**config.mk**
```make
export PLATFORM = sky130hd
export DESIGN_NAME = date_string_parser_unit
export DESIGN_NICKNAME = d
export VERILOG_FILES = /design/src/rtl/core/dsp_pkg.sv /design/src/rtl/core/dsp_step.sv /design/src/rtl/core/date_string_parser_unit.sv
export SDC_FILE = /design/constraint.sdc
export NUM_CORES = 1
export LEC_CHECK = 0
export ABC_AREA = 1
export BUFFER_PORTS_ARGS = -buffer_cell sky130_fd_sc_hd__buf_2
export CAP_MARGIN = 20
export CORE_MARGIN = 10
export CORE_UTILIZATION = 55
export CTS_BUF_LIST = sky130_fd_sc_hd__clkbuf_4 sky130_fd_sc_hd__clkbuf_8 sky130_fd_sc_hd__clkbuf_16
export DETAILED_ROUTE_END_ITERATION = 6
export HOLD_SLACK_MARGIN = 0.1
export PLACE_DENSITY_LB_ADDON = 0.2
export SLEW_MARGIN = 20
export SYNTH_ARGS = -nofsm -noshare
export SYNTH_HDL_FRONTEND = slang
export SYNTH_SLANG_ARGS = --single-unit
```
**constraint.sdc**
```tcl
create_clock -name clk -period 6.8 [get_ports clk]
set_input_delay 1.02 -clock clk [delete_from_list [all_inputs] [get_ports clk]]
set_output_delay 1.02 -clock clk [all_outputs]
set_load 0.03 [all_outputs]
```
**src/rtl/core/dsp_pkg.sv**
```systemverilog
// Shared types, constants and bound helpers for the date string parser.
package dsp_pkg;

  localparam int unsigned VAL_W = 14;

  localparam logic [VAL_W-1:0] YEAR_MAX  = 14'd9999;
  localparam logic [VAL_W-1:0] MONTH_MAX = 14'd12;
  localparam logic [VAL_W-1:0] DAY_MAX   = 14'd31;

  localparam logic [2:0] YEAR_DIGITS  = 3'd4;
  localparam logic [2:0] FIELD_DIGITS = 3'd2;

  localparam logic [7:0] CH_DASH  = 8'h2D;
  localparam logic [7:0] CH_SPACE = 8'h20;
  localparam logic [7:0] CH_ZERO  = 8'h30;
  localparam logic [7:0] CH_NINE  = 8'h39;

  typedef enum logic [1:0] {
    PH_YEAR,
    PH_MONTH,
    PH_DAY,
    PH_SPARE
  } phase_t;

  typedef struct packed {
    phase_t           phase;
    logic             in_digits;
    logic             finished;
    logic [VAL_W-1:0] acc;
    logic [2:0]       digits_left;
    logic [VAL_W-1:0] year_held;
    logic [3:0]       month_held;
  } parse_state_t;

  typedef struct packed {
    logic             status;
    logic [VAL_W-1:0] year;
    logic [3:0]       month;
    logic [4:0]       day;
  } date_res_t;

  function automatic logic [VAL_W-1:0] upper_bound(phase_t ph);
    logic [VAL_W-1:0] ub;
    case (ph)
      PH_YEAR:  ub = YEAR_MAX;
      PH_MONTH: ub = MONTH_MAX;
      default:  ub = DAY_MAX;
    endcase
    return ub;
  endfunction

  // a*10 > ub is the same as a > floor(ub/10)
  function automatic logic [VAL_W-1:0] upper_tenth(phase_t ph);
    logic [VAL_W-1:0] ut;
    case (ph)
      PH_YEAR:  ut = YEAR_MAX / 14'd10;
      PH_MONTH: ut = MONTH_MAX / 14'd10;
      default:  ut = DAY_MAX / 14'd10;
    endcase
    return ut;
  endfunction

endpackage

```
**src/rtl/core/dsp_step.sv**
```systemverilog
// Combinational next-state and result logic for one character.
module dsp_step import dsp_pkg::*; (
  input  parse_state_t state_i,
  input  logic [7:0]   char_i,
  input  logic         eos_i,
  output parse_state_t state_o,
  output logic         emit_o,
  output date_res_t    res_o
);

  parse_state_t     st;
  logic             digit;
  logic             sep;
  logic [VAL_W-1:0] dval;
  logic [16:0]      acc_mul;
  logic [VAL_W-1:0] v;
  logic             need_close;
  logic             trail;
  logic             emit;
  date_res_t        res;
  logic [VAL_W-1:0] lb;

  always_comb begin
    st         = state_i;
    digit      = (char_i >= CH_ZERO) && (char_i <= CH_NINE);
    sep        = (char_i == CH_DASH) || (char_i == CH_SPACE);
    dval       = {{(VAL_W-4){1'b0}}, char_i[3:0]};
    acc_mul    = {3'b000, state_i.acc} * 17'd10 + {3'b000, dval};
    v          = st.acc;
    need_close = 1'b0;
    trail      = 1'b0;
    emit       = 1'b0;
    res        = '0;
    lb         = '0;

    if (!state_i.finished) begin
      if (state_i.in_digits) begin
        if (digit) begin
          st.acc         = acc_mul[VAL_W-1:0];
          st.digits_left = state_i.digits_left - 3'd1;
          need_close     = (st.digits_left == 3'd0) || (st.acc > upper_tenth(st.phase));
        end else begin
          need_close = 1'b1;
          trail      = 1'b1;
        end
      end else if (!sep) begin
        if (!digit) begin
          emit = 1'b1;
          res  = '{status: 1'b1, default: '0};
        end else begin
          st.acc         = dval;
          st.digits_left = ((st.phase == PH_YEAR) ? YEAR_DIGITS : FIELD_DIGITS) - 3'd1;
          st.in_digits   = 1'b1;
          need_close     = (st.digits_left == 3'd0) || (st.acc > upper_tenth(st.phase));
        end
      end

      // close the current field
      if (need_close) begin
        v            = st.acc;
        lb           = (st.phase == PH_YEAR) ? 14'd0 : 14'd1;
        st.in_digits = 1'b0;
        if ((v < lb) || (v > upper_bound(st.phase))) begin
          emit = 1'b1;
          res  = '{status: 1'b1, default: '0};
        end else if (st.phase == PH_YEAR) begin
          st.year_held = v;
          st.phase     = PH_MONTH;
          st.acc       = '0;
        end else if (st.phase == PH_MONTH) begin
          st.month_held = v[3:0] - 4'd1;
          st.phase      = PH_DAY;
          st.acc        = '0;
        end else begin
          emit = 1'b1;
          res  = '{status: 1'b0, year: st.year_held, month: st.month_held, day: v[4:0]};
        end
      end

      // non-digit that ended a field is looked at again as a separator
      if (trail && !emit && !sep) begin
        emit = 1'b1;
        res  = '{status: 1'b1, default: '0};
      end

      // end of string mid-parse: the end-of-string flag always yields a result
      if (eos_i && !emit) begin
        emit = 1'b1;
        if (st.in_digits && st.phase[1] && (st.acc >= 14'd1) && (st.acc <= DAY_MAX)) begin
          res = '{status: 1'b0, year: st.year_held, month: st.month_held,
                  day: st.acc[4:0]};
        end else begin
          res = '{status: 1'b1, default: '0};
        end
      end

      if (emit) begin
        st.finished = 1'b1;
      end
    end

    if (eos_i) begin
      st = '0;
    end

    state_o = st;
    emit_o  = emit;
    res_o   = res;
  end

endmodule

```
**src/rtl/core/date_string_parser_unit.sv**
```systemverilog
// Top level of the date string parser: input register, parse step, result register.
//
// Input channel: one ASCII character per word on in_char_code, with
// in_end_of_string high on the last character of a string. A word is taken
// on an edge where in_valid is high and in_stall is low.
// Result channel: out_status, out_year, out_month (month minus one) and
// out_day, taken on an edge where out_valid is high and out_stall is low.
// At most one result per string: on the day field closing, on the first error
// or at the end of string; later characters up to the end of string give nothing.
// Throughput is one word per cycle while no result waits on out_stall. A
// character enters the input register, and its result, if any, is then
// written to the result register, which raises out_valid. The whole parse step
// is one pass of decimal accumulate and bound compare.
// When out_stall holds a waiting result, the input register may still take
// one word; in_stall then stays high while that word is held, whether or not
// it would give a result. Reset (rst_n low, synchronous) empties both
// registers and returns the parser to the start of a string.
module date_string_parser_unit import dsp_pkg::*; (
  input  logic             clk,
  input  logic             rst_n,
  input  logic             in_valid,
  output logic             in_stall,
  input  logic [7:0]       in_char_code,
  input  logic             in_end_of_string,
  output logic             out_valid,
  input  logic             out_stall,
  output logic             out_status,
  output logic [VAL_W-1:0] out_year,
  output logic [3:0]       out_month,
  output logic [4:0]       out_day
);

  logic         s1_valid_r;
  logic [7:0]   s1_char_r;
  logic         s1_eos_r;
  parse_state_t state_r;
  parse_state_t state_nxt;
  logic         out_valid_r;
  date_res_t    out_res_r;
  logic         step_emit;
  date_res_t    step_res;
  logic         adv;

  dsp_step u_step (
    .state_i (state_r),
    .char_i  (s1_char_r),
    .eos_i   (s1_eos_r),
    .state_o (state_nxt),
    .emit_o  (step_emit),
    .res_o   (step_res)
  );

  assign adv      = !(out_valid_r && out_stall);
  assign in_stall = s1_valid_r && !adv;

  always_ff @(posedge clk) begin
    if (!rst_n) begin
      s1_valid_r  <= 1'b0;
      out_valid_r <= 1'b0;
      state_r     <= '0;
    end else begin
      if (!in_stall) begin
        s1_valid_r <= in_valid;
      end
      if (adv) begin
        out_valid_r <= s1_valid_r && step_emit;
        if (s1_valid_r) begin
          state_r <= state_nxt;
        end
      end
    end
  end

  always_ff @(posedge clk) begin
    if (!in_stall) begin
      s1_char_r <= in_char_code;
      s1_eos_r  <= in_end_of_string;
    end
    if (adv && s1_valid_r && step_emit) begin
      out_res_r <= step_res;
    end
  end

  assign out_valid  = out_valid_r;
  assign out_status = out_res_r.status;
  assign out_year   = out_res_r.year;
  assign out_month  = out_res_r.month;
  assign out_day    = out_res_r.day;

`ifndef ASSERT_OFF
  // once a result leaves mid-string, the parser stays silent until end of string
  a_finished_after_emit: assert property (@(posedge clk) disable iff (!rst_n)
    adv && s1_valid_r && step_emit && !s1_eos_r |=> state_r.finished)
    else $error("parser not marked finished after a result");

  a_error_zero: assert property (@(posedge clk) disable iff (!rst_n)
    out_valid_r && out_res_r.status |->
      (out_res_r.year == '0) && (out_res_r.month == '0) && (out_res_r.day == '0))
    else $error("error result carries non-zero fields");

  a_date_range: assert property (@(posedge clk) disable iff (!rst_n)
    out_valid_r && !out_res_r.status |->
      (out_res_r.month <= 4'd11) && (out_res_r.day != 5'd0)
      && (out_res_r.year <= YEAR_MAX))
    else $error("parsed date out of range");

  a_no_result_when_finished: assert property (@(posedge clk) disable iff (!rst_n)
    s1_valid_r && state_r.finished |-> !step_emit)
    else $error("second result within one string");
`endif

endmodule
```
# Word-level counts from Yosys, hierarchy flattened
# Cells that the tools add are included.
dict set report op_classes {
  eq_ne 6
  multipliers 1
  bitwise 1
  mux 68
  addsub 4
  n_reduce_logical 30
  magnitude_cmp 8
}
# op count
set ops {}
lappend ops {{$mux 24} 10}
lappend ops {{$mux 14} 14}
lappend ops {{$mux 17} 5}
lappend ops {{$mux 39} 2}
lappend ops {{$mux 18} 2}
lappend ops {{$gt 14x14->1} 2}
lappend ops {{$pmux 14 s2} 1}
lappend ops {{$mux 1} 25}
lappend ops {{$pmux 10 s2} 1}
lappend ops {{$eq 8x6->1 const B} 2}
lappend ops {{$add 14x4->14} 1}
lappend ops {{$ge 14x1->1 const B} 1}
lappend ops {{$gt 4x14->1} 1}
lappend ops {{$le 14x5->1 const B} 1}
lappend ops {{$lt 14x14->1} 1}
lappend ops {{$mul 14x3->13 const B} 1}
lappend ops {{$logic_and 1x1->1} 12}
lappend ops {{$mux 3} 3}
lappend ops {{$ge 8x6->1 const B} 1}
lappend ops {{$le 8x6->1 const B} 1}
lappend ops {{$mux 4} 2}
lappend ops {{$logic_not 3->1} 2}
lappend ops {{$mux 2} 3}
lappend ops {{$reduce_and 6->1} 1}
lappend ops {{14 further kinds} 23}
dict set report word_totals {
  out_inout_bits 26
  ff_bits 74
  word_cells 134
  input_bits 13
}

# Logic depth before layout (Yosys ltp)
# Gate-level depths: netlist of the first run.
dict set report logic_depth {
  depth_word 31
  mapped_depth 34
  mapped_depth_nobuf 34
}

# By module
# From an unflattened synthesis of the first run, not the netlist that was laid out.
dict set report unflattened {
  cells_unflattened 978
  hier_area_um2 6626.4
}
# module n_inst area_per_inst_um2 cells_each seq_area_each_um2
set by_module_without_submodules {}
lappend by_module_without_submodules {dsp_step 1 3828.7 679 0.0}
lappend by_module_without_submodules {date_string_parser_unit 1 2797.7 299 1811.7}

# Worst setup path after synthesis of the first run
# Ideal clock, no wire load.
dict set report synth_path {
  kind {flip-flop to flip-flop}
  startpoint {register state_r[22] in the netlist's numbering}
  endpoint {register out_res_r, in the netlist out_day[0], enable pin}
  setup_time_ps 413
  path_slack_ps 1593
  required_ps 6387
  path_stages_with_launch 26
  synth_period_minus_slack_ps 5207
  arrival_time_ps 4794
  path_buffers 1
  cell_sequence {dfxtp_1 > ha_1 > ha_1 > inv_1 > fa_1 > nand3b_4 > nor2_2 > nand3_1 > nor2_1 > nor2_1 > ha_1 > nand4_1 > nor2_1 > nand2_1 > o21ai_0 > a21oi_1 > nor2_1 > nor2_1 > nand3_1 > nand2_1 > nand2_2 > buf_2 > nand2_1 > nand2_1 > o211ai_1 > a21oi_1}
}
dict set report synth_via {
  elab_chain_len 21
  elab_cells_between_ends 29
  cone_classes {add/sub (1); mul (1); order compare (3); mux (16); reduce/logical (8)}
}
# element line_no
set synth_lines {}
lappend synth_lines {{start: declaration} date_string_parser_unit.sv:36} ;# parse_state_t state_r;
lappend synth_lines {{start signal: assignment} date_string_parser_unit.sv:68} ;# state_r <= state_nxt;
lappend synth_lines {{$mul 14x3->13} dsp_step.sv:28} ;# acc_mul = {3'b000, state_i.acc} * 17'd10 + {3'b000, dval};
lappend synth_lines {{$add 14x4->14} dsp_step.sv:28}
lappend synth_lines {{$mux 17} dsp_step.sv:38} ;# if (digit) begin
lappend synth_lines {{$mux 17} dsp_step.sv:37} ;# if (state_i.in_digits) begin
lappend synth_lines {{$mux 17} dsp_step.sv:36} ;# if (!state_i.finished) begin
lappend synth_lines {{$lt 14x14->1 or $gt 14x14->1 (tied branches)} dsp_step.sv:63} ;# if ((v < lb) || (v > upper_bound(st.phase))) begin
lappend synth_lines {{$logic_or 1x1->1} dsp_step.sv:63}
lappend synth_lines {{$mux 1} dsp_step.sv:63}
lappend synth_lines {{[... 3 more ...]} --}
lappend synth_lines {{$logic_and 1x1->1 (2 in a row)} dsp_step.sv:81} ;# if (trail && !emit && !sep) begin
lappend synth_lines {{$mux 1 (*)} dsp_step.sv:81}
lappend synth_lines {{$mux 1 (*)} dsp_step.sv:36}
lappend synth_lines {{$logic_not 1->1} dsp_step.sv:87} ;# if (eos_i && !emit) begin
lappend synth_lines {{$logic_and 1x1->1} dsp_step.sv:87}
lappend synth_lines {{$mux 1 (*)} dsp_step.sv:87}
lappend synth_lines {{$mux 1 (*) (2 in a row)} dsp_step.sv:36}
lappend synth_lines {{$logic_and 1x1->1 (*)} date_string_parser_unit.sv:79} ;# if (adv && s1_valid_r && step_emit) begin
lappend synth_lines {{end signal: assignment} date_string_parser_unit.sv:80} ;# out_res_r <= step_res;
lappend synth_lines {{end: declaration} date_string_parser_unit.sv:39} ;# date_res_t out_res_r;
# Every way passes the cells marked *; elsewhere a longest branch is shown, timed or not. The select of a mux whose other input is x is not followed.
# A chain may end at the register's enable or synchronous reset.

# Worst setup path in the final report of the first run
dict set report layout_path {
  startpoint {register state_r[22] in the netlist's numbering}
  endpoint {register out_res_r, in the netlist out_year[9] (data pin)}
}
dict set report layout_via {
  elab_chain_len 18
  elab_cells_between_ends 46
  cone_classes {add/sub (1); mul (1); order compare (5); mux (29); reduce/logical (10)}
}
# element line_no
set layout_lines {}
lappend layout_lines {{branches (longest 17 deep; another with $mul 14x3->13)} --}
lappend layout_lines {{$mux 24 (*)} dsp_step.sv:87}
# Mark *: on every way between the ends. The select of a mux whose other input is x is not followed.

==> flow_metrics.tcl, run 1 <==
set metrics [dict create \
    nets 911 \
    synth_top_family_by_area "simple AND/OR/NAND/NOR gates" \
    clkTransAtPathRegs_ps 80 \
    maxCapViolCount 0 \
    drive_above_1_share_pct 19.2 \
    synth-edff-count 33 \
    gp_congestion 0.925 \
    path_buf_inv 1 \
    ir_drop_mv 0.0810 \
    worst_pin_slew_ps 820 \
    min_path_type "reg -> reg" \
    io_pins 39 \
    finalHoldViolations 0 \
    dieArea_um2 15500 \
    yosys-top-cells-area "edfxtp_1 (17%), dfxtp_1 (14%), nand2_1 (13%), ha_1 (9.0%), nand3_1 (7.0%)" \
    yosys.area_share.xor_xnor_pct 1.31 \
    via_per_inst 5.56 \
    antenna_found_initial 0 \
    async_reset_ff_share_pct 0 \
    synth_fp_nets 884 \
    syn_to_final_growth_pct 8.09 \
    finalNonFillerCells 998 \
    synth-compound-area-share_pct 12.7 \
    cp_common_cell "nor2_1" \
    power_leakage_nw 2.75 \
    port_buffers 38 \
    period_needed_ps 5350 \
    finalCritPeriodShare_pct 78.6 \
    cts_max_path_buffers 2 \
    htree_levels 3 \
    synthMuxAreaShare_pct 0 \
    slew_headroom_pct 45.1 \
    yosysTopAreaCell "edfxtp_1" \
    fin_skew_ps 15.2 \
    ys.flop_type "dfxtp_1" \
    final-seq-area_um2 1810 \
    drt_iter0_markers 523 \
    crit_fanout 25 \
    slew_viol_final 0 \
    core_area_um2 10700 \
    grt_usage_pct 19.4 \
    r2r.worst_path.cells 25 \
    seqPwrFrac_pct 48.7 \
    ys_types 54 \
    clkPwrFrac_pct 41.1 \
    reg2reg_from "state_r[22]" \
    hold_end "state_r[13]" \
    first_global_vias 5341 \
    reg2reg_to "out_year[9]" \
    start_util_pct 55.9 \
    die_w_um 124 \
    finalPower_mw 0.984 \
    num_rows 38 \
    post-route-drc-count 0 \
    worst-setup-path-type "reg -> reg" \
    hold_buffers 0 \
    ys_seq_elements 74 \
    hold_ws_ps 479 \
    vias 5547 \
    setup_viol 0 \
    p_comb_share_pct 10.2 \
    cts_root_buf "clkbuf_8" \
    rsz0062_at_grt "false" \
    p_per_area_nw_per_um2 152 \
    avgSynthCellArea_um2 7.27 \
    multi_input_area_um2 3640 \
    drt-wirelength-per-cell_um 15.2 \
    slowest_stage "nand2_2" \
    synthesis.area_um2 6000 \
    holdCritStartpoint "state_r[13]" \
    grt.overflow.total 0 \
    grt_pass1_wl_um 25800 \
    wirelength_um 15200 \
    dp.cells 982 \
    outcome "finished, final reports clean" \
    tns_ps 0 \
    fmax_mhz 187 \
    synthAdderAreaFrac_pct 9.63 \
    worstPathRequired_ps 6900 \
    reg2reg_slack_ps 1450 \
    postCtsSetupRepairBufs 0 \
    arrival_ps 5440 \
    grt_max_degree 39 \
    cts_tree "done" \
    clock_latency_ps 370 \
    ant_nets 0 \
    whs_path_depth 2 \
    tritoncts.num_buffers 9 \
    cp_top_family "simple AND/OR/NAND/NOR gates" \
    sw_frac_of_total_pct 25.8 \
    end_kind "flop" \
    fillers 1009 \
    hpwlAfterDp_um 11300 \
    synthSimpleGateAreaFrac_pct 36.7 \
    seq_area_frac_synth_pct 30.2 \
    die_h_um 124 \
    n_antenna_cell 0 \
    cts.repair.resized 0 \
    p_switching_mw 0.254 \
    worstSetupStartpointType "flop" \
    cp_slowest_stage_delay_ps 470 \
    cts_sinks 74 \
    cell_internal_pwr_mw 0.730 \
    dr.pass1.iters 5 \
    synth_top_area_share_pct 16.5 \
    synthCells 826 \
    ys.warnings.count 0 \
]
cell usage after synthesis (2+ instances only):
cell type	count
o21ai_0	14
nand2_4	2
edfxtp_1	33
inv_1	98
nor2_2	5
nor2_4	5
a21boi_1	2
nand3_2	28
a21oi_1	55
buf_2	6
o21ai_1	6
fa_1	2
o31ai_1	3
nand2_1	202
nor2_1	69
xor2_1	7
a21oi_2	23
xnor2_1	2
buf_8	2
clkbuf_1	13
buf_6	3
nand3_1	84
a31oi_1	2
o211ai_1	4
nor3_1	9
buf_4	2
inv_2	7
nand4_1	12
nand2_2	19
ha_1	43
dfxtp_1	41
state kept, by name, indices dropped and copies added, names as in the netlist:
register and cells:
s1_eos_r 1, out_status 1, state_r 39, out_year 14, s1_char_r 8, out_month 4
s1_valid_r 1, out_valid 1, out_day 5
logic make-up after synthesis:
group | Yosys count
compound gates | 119
xor+xnor | 9
buf+inv | 133
simple gates | 446
fa+ha+maj | 45
flops | 74
routing by layer:
metal	up-vias	wire length, um	track usage, %
li1	2793	-	-
met1	2578	6680	23.3
met2	152	7470	34.4
met3	24	756	3.23
met4	0	305	5.89
met5	-	0	0
area by class of cell:
type / instances / share of cell area [%]
Clock buffer: 12 / 2.45
Clock inverter: 4 / 1.14
Inverter: 105 / 6.07
Multi-Input combinational cell: 619 / 56.1
Sequential cell: 74 / 27.9
Tap cell: 140 / 2.70
Timing Repair Buffer: 44 / 3.63
worst min-delay path, stage by stage (launching register included):
cell	delay [ps]
dfxtp_1	320
nand2_1	60
a21oi_1	50
per-stage QoR:
stage	utilization [%]	area [um2]	setup slack [ps]
after global routing	60.4	6490	986
after global placement	58.2	6260	1720
after CTS	60.4	6490	1520
after floorplan	-	6000	1590
after detailed placement	58.2	6260	1530
final	60.4	6490	1450
placed cells by master, fill, tap and decap left out, types with 6 or more instances in the layout:
cell and instances:
a21oi_2 24, o21ai_0 14, inv_1 98, clkbuf_8 11, dfxtp_1 41, o21ai_1 6, a21oi_1 54, nand2_2 19
xor2_1 7, nand3_2 28, nor2_1 67, nand4_1 12, buf_4 6, edfxtp_1 33, ha_1 43, nand3_1 84
nand2_1 202, nor3_1 8, buf_2 38, inv_2 7, nor2_2 7
power groups by stage:
| stage | logic [mW] | registers (mW) | clock network [mW] |
|---|---|---|---|
| final | 0.100 | 0.480 | 0.404 |
| after floorplan | 0.0623 | 0.501 | 0 |
| after global routing | 0.110 | 0.481 | 0.426 |
| after CTS | 0.100 | 0.480 | 0.408 |
| after global placement | 0.0982 | 0.490 | 0 |
| after detailed placement | 0.0999 | 0.490 | 0 |
worst max path at each step:
stage,cells past startpoint,to,startpoint,slack (ps)
2_1_floorplan,25,out_day[0],state_r[22],1590
3_5_place_dp,25,out_day[4],state_r[22],1530
4_1_cts,25,out_year[9],state_r[22],1520
5_1_grt,26,out_status,state_r[22],990
3_3_place_gp,25,out_year[3],state_r[22],1720
6_report,25,out_year[9],state_r[22],1450
Power figures use the tool's default switching activity.
==> run 2, diff against run 1 <==
Clock period 6.8 ns to 5.2 ns, I/O delays scaled along.
==> flow_metrics.tcl, run 2 (synthesized netlist as in run 1, its figures left out) <==
set metrics [dict create \
    outcome "finished, final reports clean" \
    drt-wirelength-per-cell_um 15.1 \
    tns_ps 0 \
    min_path_type "reg -> reg" \
    post-route-drc-count 0 \
    fin_skew_ps 9.04 \
    slew_headroom_pct 61.2 \
    top_register "state_r" \
    die_h_um 124 \
    worst_pin_slew_ps 582 \
    final_common_cell "nand2_1" \
    die_w_um 124 \
    drt_iter0_markers 433 \
    worstSetupStartpointType "flop" \
    drive_above_1_share_pct 20.5 \
    clock_latency_ps 370 \
    cts_max_path_buffers 2 \
    clkTransAtPathRegs_ps 80 \
    grt.overflow.total 0 \
    slew_viol_final 0 \
    period_needed_ps 4740 \
    hpwlAfterDp_um 11300 \
    finalCritPeriodShare_pct 91.1 \
    power_leakage_nw 2.79 \
    grt_pass1_wl_um 25900 \
    rsz0062_at_grt "true" \
    core_area_um2 10700 \
    final_cell_mix "nand2_1 (202), inv_1 (97), nand3_1 (84), nor2_1 (66), a21oi_1 (54)" \
    maxCapViolCount 0 \
    vias 5591 \
    end_kind "flop" \
    start_util_pct 55.9 \
    nets 921 \
    syn_to_final_growth_pct 10.0 \
    first_global_vias 5466 \
    wirelength_um 15300 \
    n_antenna_cell 0 \
    dr.pass1.iters 7 \
    antenna_found_initial 0 \
    finalInstanceArea_um2 6610 \
    cp_common_cell "nor2_1" \
    slowest_stage "fa_1" \
    cp_slowest_stage_delay_ps 450 \
    fmax_mhz 211 \
    cts_root_buf "clkbuf_8" \
    finalPower_mw 1.28 \
    arrival_ps 4970 \
    setup_viol 0 \
    gp_congestion 0.886 \
    reg2reg_slack_ps 460 \
    cts_tree "done" \
    ant_nets 0 \
    crit_fanout 16 \
    dieArea_um2 15500 \
    hold_buffers 0 \
    p_per_area_nw_per_um2 193 \
    worstPathRequired_ps 5430 \
    postPlaceCellArea_um2 6320 \
    tritoncts.num_buffers 9 \
    htree_levels 3 \
    port_buffers 38 \
    largest_reg_flops 39 \
    worst-setup-path-type "reg -> reg" \
    via_per_inst 5.55 \
    grt_usage_pct 19.5 \
    grt_max_degree 39 \
    ir_drop_mv 0.154 \
    io_pins 39 \
    finalHoldViolations 0 \
    cts_sinks 74 \
    num_rows 38 \
]
==> run 2: cell count changes in the layout (fill, tap and decap cells not counted), moves of 2 or more <==
cell / previous run / this run
dfxtp_1: 41 / 38
buf_12: 0 / 2
buf_6: 0 / 2
dfxtp_2: 0 / 3
buf_4: 6 / 10
clkinv_1: 0 / 2
nor2_4: 5 / 7
==> run 2: path summary, 6_finish.rpt <==
check | start | endpoint | depth (start not counted)
setup / recovery | state_r[22] | out_day[4] | 30
hold / removal | state_r[19] | state_r[19] | 2
setup reg to reg | state_r[22] | out_day[4] | 30
hold reg to reg | state_r[19] | state_r[19] | 2
==> run 2: worst max-delay path, delay by kind of cell, from the launching register on <==
family / cells / cell delay [ps]
buffers and inverters: 5 / 660
DFF: 1 / 360
AOI/OAI and AO/OA: 4 / 590
adders and majority gates: 4 / 1250
and+or+nand+nor: 17 / 1710
==> run 2: metal layers <==
metal	up-vias	part of all wire (%)	global-route usage, %	wire [um]
li1	2812	-	-	-
met5	-	0	0	0
met3	30	5.0	4.21	758
met2	145	48	32.8	7400
met1	2604	45	23.9	6800
met4	0	2.0	6.85	308
==> run 2: cell type report <==
| type | count | area [um2] |
|---|---|---|
| inverters | 105 | 394 |
| multi-input cells | 621 | 3670 |
| clock buffers | 11 | 145 |
| fillers | 1020 | 4140 |
| repair buffers | 52 | 328 |
| clock inverters | 5 | 76.3 |
| well taps | 140 | 175 |
| flip-flops and latches | 74 | 1820 |
==> run 2: where the power goes <==
group / switching, mW / internal (mW)
Clock: 0.226 / 0.287
Sequential: 0.00757 / 0.620
Combinational: 0.0987 / 0.0371
==> run 2: through the flow <==
| stage | std cells | util (%) | setup WS [ps] | hold WS [ps] |
|---|---|---|---|---|
| finish | 1008 | 61.5 | 461 | 475 |
| global route | 1008 | 61.5 | -7.90 | 503 |
| CTS | 1005 | 60.9 | 154 | 481 |
| detailed placement | 989 | 58.8 | 177 | 469 |
| global placement | 989 | 58.8 | 433 | 458 |
| floorplan | 826 | - | 518 | 445 |
==> run 2: repair_timing <==
item / 4_1_cts / 5_1_grt
setup endpoints to repair: 0 / 48
setup buffers: 0 / 1
resized for setup: 0 / 8
==> run 3, diff against run 2 <==
Settings changed: ABC_AREA 1 to not set.
==> flow_metrics.tcl, run 3 <==
set metrics [dict create \
    htree_levels 3 \
    cts_sinks 74 \
    crit_fanout 4 \
    via_per_inst 6.35 \
    grt_max_degree 42 \
    io_pins 39 \
    end_kind "flop" \
    clock_latency_ps 360 \
    setup_viol 4 \
    dieArea_um2 14000 \
    worst-setup-path-type "reg -> reg" \
    dr.pass1.iters 5 \
    fin_skew_ps 16.8 \
    drt-wirelength-per-cell_um 22.1 \
    clkTransAtPathRegs_ps 90 \
    dp.cells 756 \
    worstPathRequired_ps 5330 \
    grt_usage_pct 22.3 \
    synth-edff-count 33 \
    gp_congestion 0.907 \
    fmax_mhz 188 \
    period_needed_ps 5320 \
    cts_root_buf "clkbuf_8" \
    largest_reg_flops 39 \
    finalHoldViolations 0 \
    yosys-top-cells-area "edfxtp_1 (19%), dfxtp_1 (15%), ha_1 (10%), nand2_1 (3.5%), nand3_1 (3.2%)" \
    power_leakage_nw 3.34 \
    worstSetupStartpointType "flop" \
    synthesis.area_um2 5330 \
    outcome "finished with violations" \
    cts_max_path_buffers 2 \
    final_common_cell "buf_4" \
    finalNonFillerCells 819 \
    seq_area_frac_synth_pct 34.0 \
    p_per_area_nw_per_um2 162 \
    hpwlAfterDp_um 10800 \
    tritoncts.num_buffers 9 \
    vias 5202 \
    n_antenna_cell 0 \
    syn_to_final_growth_pct 38.8 \
    antenna_found_initial 0 \
    violations "setup timing" \
    post-route-drc-count 0 \
    ys_seq_elements 74 \
    grt.overflow.total 0 \
    rsz0062_at_grt "true" \
    worst_pin_slew_ps 725 \
    synth_fp_nets 619 \
    ant_nets 0 \
    worst_slack_ps -125 \
    min_path_type "reg -> reg" \
    first_global_vias 5014 \
    finalCritPeriodShare_pct 102 \
    dp_slack_ps -449 \
    maxCapViolCount 0 \
    hold_ws_ps 513 \
    slew_headroom_pct 50.3 \
    utilization_pct 79.3 \
    path_buf_inv 6 \
    core_area_um2 9330 \
    cts_tree "done" \
    synth.most_common_cell "nand2_1" \
    top_register "state_r" \
    ys.flop_type "dfxtp_1" \
    slowest_stage "o41ai_2" \
    start_util_pct 57.1 \
    wirelength_um 18100 \
    nets 743 \
    arrival_ps 5450 \
    avgSynthCellArea_um2 9.50 \
    cp_top_family "simple AND/OR/NAND/NOR gates" \
    yosys-top-cells-count "nand2_1 (50), ha_1 (43), dfxtp_1 (41)" \
    drt_iter0_markers 528 \
    grt_pass1_wl_um 26000 \
    ir_drop_mv 0.145 \
    cp_slowest_stage_delay_ps 450 \
    slew_viol_final 0 \
    final_cell_mix "buf_4 (83), nand2_1 (49), buf_2 (38), dfxtp_1 (35), ha_1 (34)" \
    die_w_um 118 \
    die_h_um 118 \
    drive_above_1_share_pct 38.8 \
    port_buffers 38 \
    yosysTopAreaCell "edfxtp_1" \
    ys_types 85 \
    synthCells 561 \
    synth_top_area_share_pct 18.6 \
    async_reset_ff_share_pct 0 \
    ys.warnings.count 0 \
    num_rows 35 \
]
[run 3: changes by cell type in the layout (fill, tap and decap cells not counted), moves of 20 or more]
cell,delta
nor2_1,-51
nand3_1,-51
nand3_2,-27
inv_1,-78
buf_4,+73
a21oi_1,-37
nor2b_1,+20
a21oi_2,-20
nand2_1,-153
[run 3: where the power goes]
part / total, mW / internal, mW / switching (mW)
Combinational: 0.131 / 0.0470 / 0.0835
Sequential: 0.632 / 0.620 / 0.0119
Clock: 0.434 / 0.180 / 0.254
Total: 1.20 / 0.847 / 0.349
[run 3: final timing paths]
| path | startpoint | end | slack, ps | cells past startpoint |
|---|---|---|---|---|
| worst min-delay path | state_r[12] | state_r[12] | 510 | 1 |
| worst max register to register | state_r[24] | out_year[0] | -120 | 26 |
| worst max-delay path | state_r[24] | out_year[0] | -120 | 26 |
| worst min register to register | state_r[12] | state_r[12] | 510 | 1 |
[run 3: cells by family after synthesis]
kind of cell	share of synthesized area, %
adder cells (fa/ha/maj)	10.8
AND/OR/NAND/NOR	20.2
multiplexers	1.76
buffers and inverters	4.15
flip-flops	34.0
XOR/XNOR	3.22
AO/OA/AOI/OAI	25.8
[run 3: layer usage]
layer	share of wire, %	vias to the layer above	GRT usage [%]	routed length [um]
li1	-	2413	-	-
met3	6.4	42	4.09	1160
met4	2.4	0	6.95	433
met5	0	-	0	0
met1	41	2533	27.0	7340
met2	51	214	39.3	9140
[run 3: repair_timing]
item,4_1_cts,5_1_grt
gates cloned,5,4
setup buffers,26,13
gates resized for setup,54,65
hold buffers,0,0
setup endpoints to repair,62,82
pin swaps,34,51
[run 3: metrics by stage]
step	area (um2)	power [mW]	TNS (ps)
after global routing	7400	1.23	-3660
after detailed placement	6040	0.745	-12480
final	7400	1.20	-159
after floorplan	5340	0.712	0
after CTS	6840	1.18	-258
after global placement	6030	0.742	-7200
[run 3: final cells by class]
class | count | area, um2
clock buffers | 10 | 131
flip-flops and latches | 74 | 1820
repair buffers | 143 | 1200
well taps | 129 | 161
fillers | 601 | 1930
multi-input cells | 436 | 3960
inverters | 21 | 78.8
clock inverters | 6 | 42.5
